[src/hw/rtl/lz11tp_pkg.sv]
`timescale 1ns / 1ps
`default_nettype none

package lz11tp_pkg;

    localparam int GROUP     = 8;
    localparam int TOK_IDX_W = $clog2(GROUP);
    localparam int COUNT_W   = TOK_IDX_W + 1;

    localparam logic [7:0]  HDR_MAGIC = 8'h11;
    localparam logic [3:0]  BIG_TAG   = 4'h1;
    localparam logic [16:0] LEN_MIN   = 17'd3;
    localparam logic [16:0] LEN_MID   = 17'd17;
    localparam logic [16:0] LEN_BIG   = 17'd273;
    localparam logic [16:0] LEN_MAX   = 17'd65808;
    localparam logic [16:0] LEN_BIAS  = 17'd1;

    localparam logic CFG_PAD_GROUP = 1'b0;
    localparam logic CFG_ROUND     = 1'b1;

    typedef logic [TOK_IDX_W-1:0] t_tok_idx;
    typedef logic [1:0]           t_byte_idx;

    typedef enum logic [1:0] {
        KIND_START   = 2'd0,
        KIND_LITERAL = 2'd1,
        KIND_MATCH   = 2'd2,
        KIND_FINISH  = 2'd3
    } t_kind;

    typedef enum logic [2:0] {
        ST_IDLE,
        ST_HDR,
        ST_FLAG,
        ST_TOK,
        ST_GPAD,
        ST_ROUND,
        ST_BAD
    } t_state;

    typedef struct packed {
        t_kind       kind;
        logic [23:0] total_length;
        logic [7:0]  literal_value;
        logic [16:0] match_length;
        logic [12:0] match_distance;
    } t_in_item;

    typedef struct packed {
        logic [7:0] out_byte;
        logic       last;
        logic       bad_length;
    } t_out_item;

    typedef struct packed {
        logic        is_match;
        logic [16:0] length;
        logic [11:0] offset;
    } t_token;

    typedef struct packed {
        logic [7:0] out_byte;
        logic       tok_last;
    } t_enc;

endpackage

`default_nettype wire

[src/hw/rtl/lz11tp_tok_mem.sv]
`timescale 1ns / 1ps
`default_nettype none

module lz11tp_tok_mem (
    input  wire                  i_clk,
    input  wire                  i_we,
    input  lz11tp_pkg::t_tok_idx i_waddr,
    input  lz11tp_pkg::t_token   i_wdata,
    input  wire                  i_re,
    input  lz11tp_pkg::t_tok_idx i_raddr,
    output lz11tp_pkg::t_token   o_rdata
);
    import lz11tp_pkg::*;

    t_token r_mem [GROUP];
    t_token r_rdata;

    always_ff @(posedge i_clk) begin
        if (i_we) begin
            r_mem[i_waddr] <= i_wdata;
        end
    end

    always_ff @(posedge i_clk) begin
        if (i_re) begin
            r_rdata <= r_mem[i_raddr];
        end
    end

    assign o_rdata = r_rdata;

endmodule

`default_nettype wire

[src/hw/rtl/lz11tp_tok_enc.sv]
`timescale 1ns / 1ps
`default_nettype none

module lz11tp_tok_enc (
    input  lz11tp_pkg::t_token    i_token,
    input  lz11tp_pkg::t_byte_idx i_bidx,
    output lz11tp_pkg::t_enc      o_enc
);
    import lz11tp_pkg::*;

    logic [16:0] w_base;
    logic [16:0] w_diff;
    logic [15:0] w_l;
    t_byte_idx   w_top;
    t_byte_idx   w_rem;

    always_comb begin
        if (i_token.length >= LEN_BIG) begin
            w_base = LEN_BIG;
            w_top  = 2'd3;
        end else if (i_token.length >= LEN_MID) begin
            w_base = LEN_MID;
            w_top  = 2'd2;
        end else begin
            w_base = LEN_BIAS;
            w_top  = 2'd1;
        end
        if (!i_token.is_match) begin
            w_top = 2'd0;
        end
        w_diff = i_token.length - w_base;
        w_l    = w_diff[15:0];
        w_rem  = w_top - i_bidx;

        o_enc.tok_last = (w_rem == 2'd0);
        case (w_rem)
            2'd0:    o_enc.out_byte = i_token.offset[7:0];
            2'd1:    o_enc.out_byte = {w_l[3:0], i_token.offset[11:8]};
            2'd2:    o_enc.out_byte = w_l[11:4];
            2'd3:    o_enc.out_byte = {BIG_TAG, w_l[15:12]};
            default: o_enc.out_byte = i_token.offset[7:0];
        endcase
    end

endmodule

`default_nettype wire

[src/hw/rtl/lz11_token_packer.sv]
`timescale 1ns / 1ps
`default_nettype none

// Channel | Direction | Handshake               | Payload
// input   | in        | i_in_valid / o_in_stall | i_in_data (t_in_item)
// output  | out       | o_out_valid/ i_out_stall| o_out_data (t_out_item)
// config  | in        | i_cfg_we                | i_cfg_index, i_cfg_data
//
// One byte per cycle unless stalled, from a registered output stage; the byte sequencer sets pace.
// Start: accept + 4 header bytes; a token is buffered on accept; rejected match: one byte;
// a group flush: accept + flag byte + token bytes (1..4 each) + group padding + rounding.
// Synchronous reset clears the sequencer, token count, byte phase and config;
// the token buffer holds no defined value until written.
// i_out_stall holds the output stage and the sequencer; o_in_stall is high while busy.

module lz11_token_packer (
    input  wire                   i_clk,
    input  wire                   i_rst_n,
    input  wire                   i_in_valid,
    output logic                  o_in_stall,
    input  lz11tp_pkg::t_in_item  i_in_data,
    output logic                  o_out_valid,
    input  wire                   i_out_stall,
    output lz11tp_pkg::t_out_item o_out_data,
    input  wire                   i_cfg_we,
    input  wire                   i_cfg_index,
    input  wire                   i_cfg_data
);
    import lz11tp_pkg::*;

    t_state       r_state, n_state;
    t_in_item     r_in, n_in;
    logic [COUNT_W-1:0] r_count, n_count;
    logic [COUNT_W-1:0] r_tidx, n_tidx;
    t_byte_idx    r_bidx, n_bidx;
    logic [1:0]   r_mod, n_mod;
    logic [7:0]   r_flags, n_flags;
    logic         r_pad, r_round;
    logic         r_out_valid, n_out_valid;
    t_out_item    r_out, n_out;

    logic         w_accept;
    logic         w_out_ready;
    logic         w_emit;
    logic [7:0]   w_byte;
    logic         w_last;
    logic         w_bad;
    logic         w_len_ok;
    logic         w_rnd_more;
    logic         w_is_fin;
    logic         w_tok_final;
    logic         mem_we;
    t_tok_idx     mem_waddr;
    t_token       mem_wdata;
    logic         mem_re;
    t_tok_idx     mem_raddr;
    t_token       mem_rdata;
    t_enc         w_enc;

    function automatic t_token make_token(input t_in_item item);
        t_token tok;
        logic [12:0] dm1;
        dm1 = item.match_distance - 13'd1;
        if (item.kind == KIND_MATCH) begin
            tok.is_match = 1'b1;
            tok.length   = item.match_length;
            tok.offset   = dm1[11:0];
        end else begin
            tok.is_match = 1'b0;
            tok.length   = '0;
            tok.offset   = {4'h0, item.literal_value};
        end
        return tok;
    endfunction

    lz11tp_tok_mem u_mem (
        .i_clk   (i_clk),
        .i_we    (mem_we),
        .i_waddr (mem_waddr),
        .i_wdata (mem_wdata),
        .i_re    (mem_re),
        .i_raddr (mem_raddr),
        .o_rdata (mem_rdata)
    );

    lz11tp_tok_enc u_enc (
        .i_token (mem_rdata),
        .i_bidx  (r_bidx),
        .o_enc   (w_enc)
    );

    assign o_in_stall  = (r_state != ST_IDLE);
    assign w_accept    = i_in_valid && !o_in_stall;
    assign w_out_ready = !r_out_valid || !i_out_stall;
    assign w_len_ok    = (i_in_data.match_length >= LEN_MIN) &&
                         (i_in_data.match_length <= LEN_MAX);
    assign w_is_fin    = (r_in.kind == KIND_FINISH);
    assign w_rnd_more  = w_is_fin && r_round && ((r_mod + 2'd1) != 2'd0);
    assign w_tok_final = (COUNT_W'(r_tidx + 1'b1) == r_count);

    always_comb begin
        n_state     = r_state;
        n_in        = r_in;
        n_count     = r_count;
        n_tidx      = r_tidx;
        n_bidx      = r_bidx;
        n_mod       = r_mod;
        n_flags     = r_flags;
        n_out       = r_out;
        n_out_valid = r_out_valid && i_out_stall;
        w_emit      = 1'b0;
        w_byte      = 8'h00;
        w_last      = 1'b0;
        w_bad       = 1'b0;
        mem_we      = 1'b0;
        mem_waddr   = r_count[TOK_IDX_W-1:0];
        mem_wdata   = make_token(i_in_data);
        mem_re      = 1'b0;
        mem_raddr   = TOK_IDX_W'(r_tidx + 1'b1);

        case (r_state)
            ST_IDLE: begin
                if (w_accept) begin
                    n_in = i_in_data;
                    case (i_in_data.kind)
                        KIND_START: begin
                            n_count = '0;
                            n_mod   = '0;
                            n_bidx  = '0;
                            n_state = ST_HDR;
                        end
                        KIND_LITERAL, KIND_MATCH: begin
                            if (i_in_data.kind == KIND_MATCH && !w_len_ok) begin
                                n_state = ST_BAD;
                            end else if (r_count == COUNT_W'(GROUP)) begin
                                n_state = ST_FLAG;
                            end else begin
                                mem_we  = 1'b1;
                                n_count = r_count + 1'b1;
                                if (r_count == '0) begin
                                    n_flags = {mem_wdata.is_match, 7'b0};
                                end else begin
                                    n_flags[~r_count[TOK_IDX_W-1:0]] = mem_wdata.is_match;
                                end
                            end
                        end
                        KIND_FINISH: begin
                            if (r_count != '0) begin
                                n_state = ST_FLAG;
                            end else if (r_round && r_mod != 2'd0) begin
                                n_state = ST_ROUND;
                            end
                        end
                        default: n_state = ST_IDLE;
                    endcase
                end
            end
            ST_HDR: begin
                if (w_out_ready) begin
                    w_emit = 1'b1;
                    case (r_bidx)
                        2'd0:    w_byte = HDR_MAGIC;
                        2'd1:    w_byte = r_in.total_length[7:0];
                        2'd2:    w_byte = r_in.total_length[15:8];
                        2'd3:    w_byte = r_in.total_length[23:16];
                        default: w_byte = HDR_MAGIC;
                    endcase
                    w_last = (r_bidx == 2'd3);
                    n_mod  = r_mod + 2'd1;
                    n_bidx = r_bidx + 2'd1;
                    if (r_bidx == 2'd3) begin
                        n_state = ST_IDLE;
                    end
                end
            end
            ST_FLAG: begin
                if (w_out_ready) begin
                    w_emit    = 1'b1;
                    w_byte    = r_flags;
                    n_mod     = r_mod + 2'd1;
                    mem_re    = 1'b1;
                    mem_raddr = '0;
                    n_tidx    = '0;
                    n_bidx    = '0;
                    n_state   = ST_TOK;
                end
            end
            ST_TOK: begin
                if (w_out_ready) begin
                    w_emit = 1'b1;
                    w_byte = w_enc.out_byte;
                    n_mod  = r_mod + 2'd1;
                    if (!w_enc.tok_last) begin
                        n_bidx = r_bidx + 2'd1;
                    end else if (!w_tok_final) begin
                        mem_re = 1'b1;
                        n_tidx = r_tidx + 1'b1;
                        n_bidx = '0;
                    end else begin
                        n_count = '0;
                        n_tidx  = r_tidx + 1'b1;
                        if (w_is_fin) begin
                            if (r_pad && r_count != COUNT_W'(GROUP)) begin
                                n_state = ST_GPAD;
                            end else if (w_rnd_more) begin
                                n_state = ST_ROUND;
                            end else begin
                                n_state = ST_IDLE;
                            end
                        end else begin
                            mem_we    = 1'b1;
                            mem_waddr = '0;
                            mem_wdata = make_token(r_in);
                            n_count   = COUNT_W'(1);
                            n_flags   = {mem_wdata.is_match, 7'b0};
                            n_state   = ST_IDLE;
                        end
                    end
                    w_last = w_enc.tok_last && w_tok_final && !w_rnd_more &&
                             !(w_is_fin && r_pad && r_count != COUNT_W'(GROUP));
                end
            end
            ST_GPAD: begin
                if (w_out_ready) begin
                    w_emit = 1'b1;
                    n_mod  = r_mod + 2'd1;
                    n_tidx = r_tidx + 1'b1;
                    w_last = (r_tidx == COUNT_W'(GROUP - 1)) && !w_rnd_more;
                    if (r_tidx == COUNT_W'(GROUP - 1)) begin
                        n_state = w_rnd_more ? ST_ROUND : ST_IDLE;
                    end
                end
            end
            ST_ROUND: begin
                if (w_out_ready) begin
                    w_emit = 1'b1;
                    n_mod  = r_mod + 2'd1;
                    w_last = ((r_mod + 2'd1) == 2'd0);
                    if (w_last) begin
                        n_state = ST_IDLE;
                    end
                end
            end
            ST_BAD: begin
                if (w_out_ready) begin
                    w_emit  = 1'b1;
                    w_last  = 1'b1;
                    w_bad   = 1'b1;
                    n_state = ST_IDLE;
                end
            end
            default: n_state = ST_IDLE;
        endcase

        if (w_emit) begin
            n_out_valid      = 1'b1;
            n_out.out_byte   = w_byte;
            n_out.last       = w_last;
            n_out.bad_length = w_bad;
        end
    end

    always_ff @(posedge i_clk) begin
        if (!i_rst_n) begin
            r_state     <= ST_IDLE;
            r_count     <= '0;
            r_tidx      <= '0;
            r_bidx      <= '0;
            r_mod       <= '0;
            r_flags     <= '0;
            r_out_valid <= 1'b0;
        end else begin
            r_state     <= n_state;
            r_count     <= n_count;
            r_tidx      <= n_tidx;
            r_bidx      <= n_bidx;
            r_mod       <= n_mod;
            r_flags     <= n_flags;
            r_out_valid <= n_out_valid;
        end
    end

    always_ff @(posedge i_clk) begin
        r_in  <= n_in;
        r_out <= n_out;
    end

    always_ff @(posedge i_clk) begin
        if (!i_rst_n) begin
            r_pad   <= 1'b0;
            r_round <= 1'b0;
        end else if (i_cfg_we) begin
            case (i_cfg_index)
                CFG_PAD_GROUP: r_pad   <= i_cfg_data;
                CFG_ROUND:     r_round <= i_cfg_data;
                default:       r_pad   <= r_pad;
            endcase
        end
    end

    assign o_out_valid = r_out_valid;
    assign o_out_data  = r_out;

endmodule

`default_nettype wire
[config.mk]
export PLATFORM = sky130hd
export DESIGN_NAME = lz11_token_packer
export DESIGN_NICKNAME = d
export VERILOG_FILES = /design/src/hw/rtl/lz11tp_pkg.sv /design/src/hw/rtl/lz11tp_tok_mem.sv /design/src/hw/rtl/lz11tp_tok_enc.sv /design/src/hw/rtl/lz11_token_packer.sv
export SDC_FILE = /design/constraint.sdc
export NUM_CORES = 1
export LEC_CHECK = 0
export ABC_AREA = 1
export BUFFER_PORTS_ARGS = -buffer_cell sky130_fd_sc_hd__buf_2
export CAP_MARGIN = 5
export CORE_ASPECT_RATIO = 0.9
export CORE_MARGIN = 2
export CORE_UTILIZATION = 27
export DETAILED_ROUTE_END_ITERATION = 6
export PLACE_DENSITY = 0.39
export SYNTH_ARGS = -nofsm -noshare
export SYNTH_HDL_FRONTEND = slang
export SYNTH_SLANG_ARGS = --single-unit
[constraint.sdc]
create_clock -name i_clk -period 4.6 [get_ports i_clk]
set_clock_uncertainty 0.15 [all_clocks]
set_input_delay 0.23 -clock i_clk [delete_from_list [all_inputs] [get_ports i_clk]]
set_output_delay 0.23 -clock i_clk [all_outputs]
set_load 0.1 [all_outputs]
## Yosys cells after proc, flatten, opt, wreduce, memory -nomap -nowiden

Memory sizes are Yosys's and may differ from the RTL's. A register that Yosys moved wholly into a read port is not among the register bits.
Index checks and enable logic that the tools add are counted.

- Add/sub/neg operators: 8
- Bitwise gates (word level): 2
- Reduce and logical (&&, ||, !) cells: 48
- Equal/unequal tests: 45
- Order comparisons: 6
- Muxes and demuxes: 106

Operators with widths:

| cell | count |
|---|---|
| $mux W30 | 7 |
| $mux W8 | 12 |
| $mux W3 | 26 |
| $pmux W8 S4 | 2 |
| $mux W4 | 10 |
| $ne A2 B2 Y1 const B | 15 |
| $pmux W8 S3 | 1 |
| $sub A12 B1 Y12 const B | 2 |
| $mux W1 | 22 |
| $mux W2 | 11 |
| $pmux W3 S7 | 1 |
| $ge A17 B2 Y1 const B | 1 |
| $ge A17 B5 Y1 const B | 1 |
| $ge A17 B9 Y1 const B | 1 |
| $le A17 B17 Y1 const B | 1 |
| $eq A2 B2 Y1 const B | 8 |
| $pmux W4 S2 | 2 |
| $pmux W8 S2 | 1 |
| $sub A16 B16 Y16 | 1 |
| $logic_and A1 B1 Y1 | 15 |
| $reduce_and A14 Y1 | 1 |
| $ne A4 B4 Y1 const B | 3 |
| $pmux W4 S3 | 1 |
| $eq A3 B3 Y1 const B | 3 |
| other kinds (42) | 67 |

- Memories: 1
- Output and inout port bits: 12
- Word-level logic and storage cells: 233
- Bits of input ports: 71
- Flip-flop bits (word level): 99
- Bits in writable memories: 240

Memory list:

| name | depth | width | rd ports | clocked after Yosys merged registers in | write ports | RTL line | RTL |
|---|---|---|---|---|---|---|---|
| u_mem.r_mem | 8 | 30 | 1 | 1 | 1 | lz11tp_tok_mem.sv:15 | `t_token r_mem [GROUP];` |

## Logic depth before layout (Yosys ltp)

- Word-level depth: 12
- Depth in mapped cells: 21
- Mapped depth without buffers: 20

## Cells and area by module

Synthesis repeated with hierarchy kept, for this count alone.

- Cells, all modules: 1922
- Area total of the unflattened synthesis: 17936.0 sq um

Modules (own cells, without submodules):

| module | times used | sequential area each (sq um) | area an instance (sq um) | cells each |
|---|---|---|---|---|
| lz11tp_tok_mem | 1 | 8107.8 | 11378.4 | 1085 |
| lz11_token_packer | 1 | 2712.6 | 5606.6 | 675 |
| lz11tp_tok_enc | 1 | 0.0 | 950.9 | 162 |

## Worst setup path before layout

No wires, ideal clock.

- Kind: reg-to-reg
- Start point: reg r_state[2]
- End point: reg r_in[0] (netlist bit), enable pin
- Setup slack: -0.138 ns
- Path buffers: 0
- Stages on the path, launching flop included: 6
- Data required time: 3.966 ns
- Library setup time: 0.484 ns
- Arrival: 4.104 ns
- Clock period less this slack: 4.738 ns
- Path through: dfxtp_1 -> inv_2 -> nand2_2 -> nor2_1 -> inv_1 -> nor2_1

- Word-level cells in the longest chain between the ends: 4
- Elaborated cells on any way between the ends: 5
- Classes of those cells: reduce/logical (5)

RTL lines:

| element | RTL line | RTL |
|---|---|---|
| start: declaration | lz11_token_packer.sv:31 | `t_state r_state, n_state;` |
| start signal: assignment | lz11_token_packer.sv:273 | `r_state <= n_state;` |
| $reduce_bool A3 Y1 | lz11_token_packer.sv:92 | `assign o_in_stall = (r_state != ST_IDLE);` |
| net o_in_stall | lz11_token_packer.sv:20 | `output logic o_in_stall,` |
| $logic_not A1 Y1 | lz11_token_packer.sv:93 | `assign w_accept = i_in_valid && !o_in_stall;` |
| $logic_and A1 B1 Y1 | lz11_token_packer.sv:93 |  |
| $reduce_and A2 Y1 (no line) | -- |  |
| end signal: assignment | lz11_token_packer.sv:284 | `r_in <= n_in;` |
| end: declaration | lz11_token_packer.sv:32 | `t_in_item r_in, n_in;` |

The timed path passes the listed nets, and every way through them passes these cells.
A chain may end at the register's enable or synchronous reset.

==> impl_results.md <==
- Fin util: 33.4%
- Final setup TNS: 0 ns
- WL final: 48900 um
- Post-DP HPWL: 30600 um
- Clock Path Buffers: 3
- Port Buf Inserts: 81
- Startpoint Class: register
- Post-CTS Resized: 0
- CTS Root Cell: clkbuf_16
- Share of post-route cells with drive strength above 1: 16.6%
- First-pass GRT wire length: 73300 um
- Register area share after synthesis: 64.9%
- Die X: 266 um
- Final Max Slew Viols: 0
- Worst-path clk slew: 0.06 ns
- Fin area: 20400 sq um
- Area after DPL: 18300 sq um
- Status: complete, no violations
- WP data arrival: 4.02 ns
- Post-synthesis sequential element count: 369
- Post-Synthesis Cells: 1526
- Filler instances: 6172
- Dpl cells: 2372
- CTS tree: done
- Worst hold-check path type: in2reg
- CTS sink count: 369
- Setup bufs post-CTS: 0
- Mean post-synth cell area: 10.9 sq um
- Min Clock Period, post-route: 4.00 ns
- Share of the synthesized area in the top cell type: 61.7%
- Residual overflow from global routing: 0
- Non-Filler Instances: 2521
- Final hold violation count: 0
- Initial Util: 27.3%
- DRT iter0 DRCs: 631
- Most frequent cell after synthesis: edfxtp_1
- Number of cell rows: 86
- Dpl ws: 0.553 ns
- Yosys top cell by area: edfxtp_1
- Tcrit/Tclk final: 86.9%
- Fmax: 250 MHz
- DR vias/cell: 4.62
- Layout Nets: 1787
- ANT cells: 0
- Max-cap violation count: 0
- Initial antenna violation count: 3
- Synth cell types: 46
- Clk_lat worst skew: 0.57 ns
- Worst setup margin: 0.602 ns
- Worst VDD drop: 248 uV
- Via count: 11644
- Gr usage total: 15.4%
- Crit Path Max Fanout: 9
- Pleak: 7.40 nW
- Mapped Area: 16700 sq um
- Setup violators final: 0
- H-tree Lvls: 2
- Commonest cells in the synthesized netlist: 343 x edfxtp_1, 306 x nand2_1, 141 x nor2_1
- Syn_nets: 1617
- Pwr Density: 573 nW/um^2
- Core area: 61100 sq um
- Setup crit end kind: register
- RSZ-0062 raised after global routing: no
- Number of flops mapped to enable cells by yosys: 343
- WL per Instance: 19.4 um
- Top-Level Pins: 83
- Vias in the first global route: 11676
- Ys async rst share: 0%
- ANT nets after route: 0
- Critical path's largest stage delay: 0.45 ns
- CP cell instances: inv_1 -> nand2_1 -> nor2_1 -> nand2_1 -> a311oi_1 -> o21a_1 -> nand2_1 -> nand2_1 -> ha_1 -> xor2_1 -> inv_1 -> nand3_1 -> nand4_1 -> nor2_2 -> nand3_2 -> nand2_1 -> buf_4 -> o21ai_0
- Global placement routability congestion: 0.856
- Slew @ Worst Pin: 1.06 ns
- Critical path class: reg2reg
- Die Span Y: 240 um
- Area delta synth->final: 22.3%
- 1st-pass router iterations: 5
- Slew Limit Headroom: 28.7%
- Data required, critical path: 4.62 ns
- Top cells by area, synth: edfxtp_1 62%, nand2_1 6.9%, o211ai_1 3.2%
- Warnings from Yosys: 0
- TritonCTS Buffers: 44
- Largest net degree at the start of global routing: 61
- CP max stage cell: edfxtp_1
- Synth Flop Type: edfxtp_1
- Top cell by count, worst path: nand2_1
- Residual DRC count: 0
- Die Footprint: 63800 sq um
-- final cells by class --
type                    count  area [sq um]  area share [%]
inverters                 119           450            2.21
clock buffers              58          1180            5.81
clock inverters            21           255            1.25
repair buffers            186          1490            7.32
flip-flops and latches    369         10800            53.0
multi-input cells         976          5210            25.5
well taps                 792           991            4.86
-- registers in the layout, indices dropped and copies added, names as in the netlist --
name and flops:
u_mem.r_mem 240, r_in 63, u_mem.o_rdata 30, o_out_data 10
r_flags 8, r_count 4, r_tidx 4, r_state 3
r_bidx 2, r_mod 2, o_out_valid 1, r_pad 1
r_round 1
-- where the power goes --
part / switching, mW / leakage, nW / internal [mW]
sequential: 0.207 / 3.38 / 4.27
combinational: 2.66 / 3.31 / 1.04
clock: 1.38 / 0.707 / 2.14
-- routing by layer --
layer	share of wire [%]	global-route usage (%)	vias up
met5	0	0	-
met4	2.8	5.43	0
met3	3.6	2.47	62
met2	45	24.1	189
met1	49	21.5	5632
li1	-	-	5761
-- logic make-up after synthesis --
group,count (synthesis),share of synthesized area [%]
simple gates,678,18.2
buf+inv,181,4.40
xor+xnor,25,1.31
flops,369,64.9
fa+ha+maj,20,1.50
mux,1,0.0600
compound gates,252,9.68
-- worst max-delay path: cells and delay by family, from the launching register on --
kind	cells	cell delay, ns
buffers and inverters	3	0.38
and+or+nand+nor	10	1.49
AOI/OAI and AO/OA	3	0.75
xor gates and xnor gates	1	0.22
DFF	1	0.45
adders and majority gates	1	0.15
-- through the flow --
stage / hold slack (ns) / power (mW)
2_1_floorplan: 0.179 / 7.02
3_5_place_dp: 0.258 / 8.27
3_3_place_gp: 0.259 / 8.26
5_1_grt: 0.0500 / 12.4
6_report: 0.0815 / 11.7
4_1_cts: 0.0222 / 11.9
-- cell usage in the layout (no fill, tap or decap), types with 2 or more instances in the layout --
cell             n
buf_12          10
o21bai_1         2
clkinv_1         7
nand3_2          2
a31o_2           2
buf_4           25
clkinv_2        10
nand2_1        305
o211ai_1        72
edfxtp_1       343
nor2_1         133
a211oi_1        33
dlygate4sd3_1   70
nand4_1         19
nor4_1           2
nor2_2           3
inv_1          107
xnor2_1          6
a22oi_1          3
o21ai_1          2
clkbuf_1        12
a21oi_1         45
ha_1            20
o21ai_0         49
nor2_4          13
dfxtp_1         26
nand3_1         77
a31oi_1         35
bufinv_16        6
o21a_1           3
xor2_1          19
buf_2           81
nand2_4          2
clkbuf_16       45
or2_2           66
nor3_1          48
inv_6            2
nand2_2          4
inv_2            8
-- worst paths after layout --
| kind | endpoint | cells after the start | startpoint | slack, ns |
|---|---|---|---|---|
| min | r_mod[0]$_SDFFE_PN0P_ | 4 | i_out_stall | 0.08 |
| min reg2reg | r_flags[0]$_SDFFE_PN0P_ | 2 | r_flags[0]$_SDFFE_PN0P_ | 0.32 |
| max | u_mem.r_mem[1][26]$_DFFE_PP_ | 18 | u_mem.o_rdata[22]$_DFFE_PP_ | 0.60 |
| max reg2reg | u_mem.r_mem[1][26]$_DFFE_PP_ | 18 | u_mem.o_rdata[22]$_DFFE_PP_ | 0.60 |
-- repair_timing --
action,in CTS,in global routing
endpoints found under the hold margin,86,0
endpoints found under the setup margin,0,0
hold buffers,70,0
No activity file was read; power rests on OpenSTA's default activity.
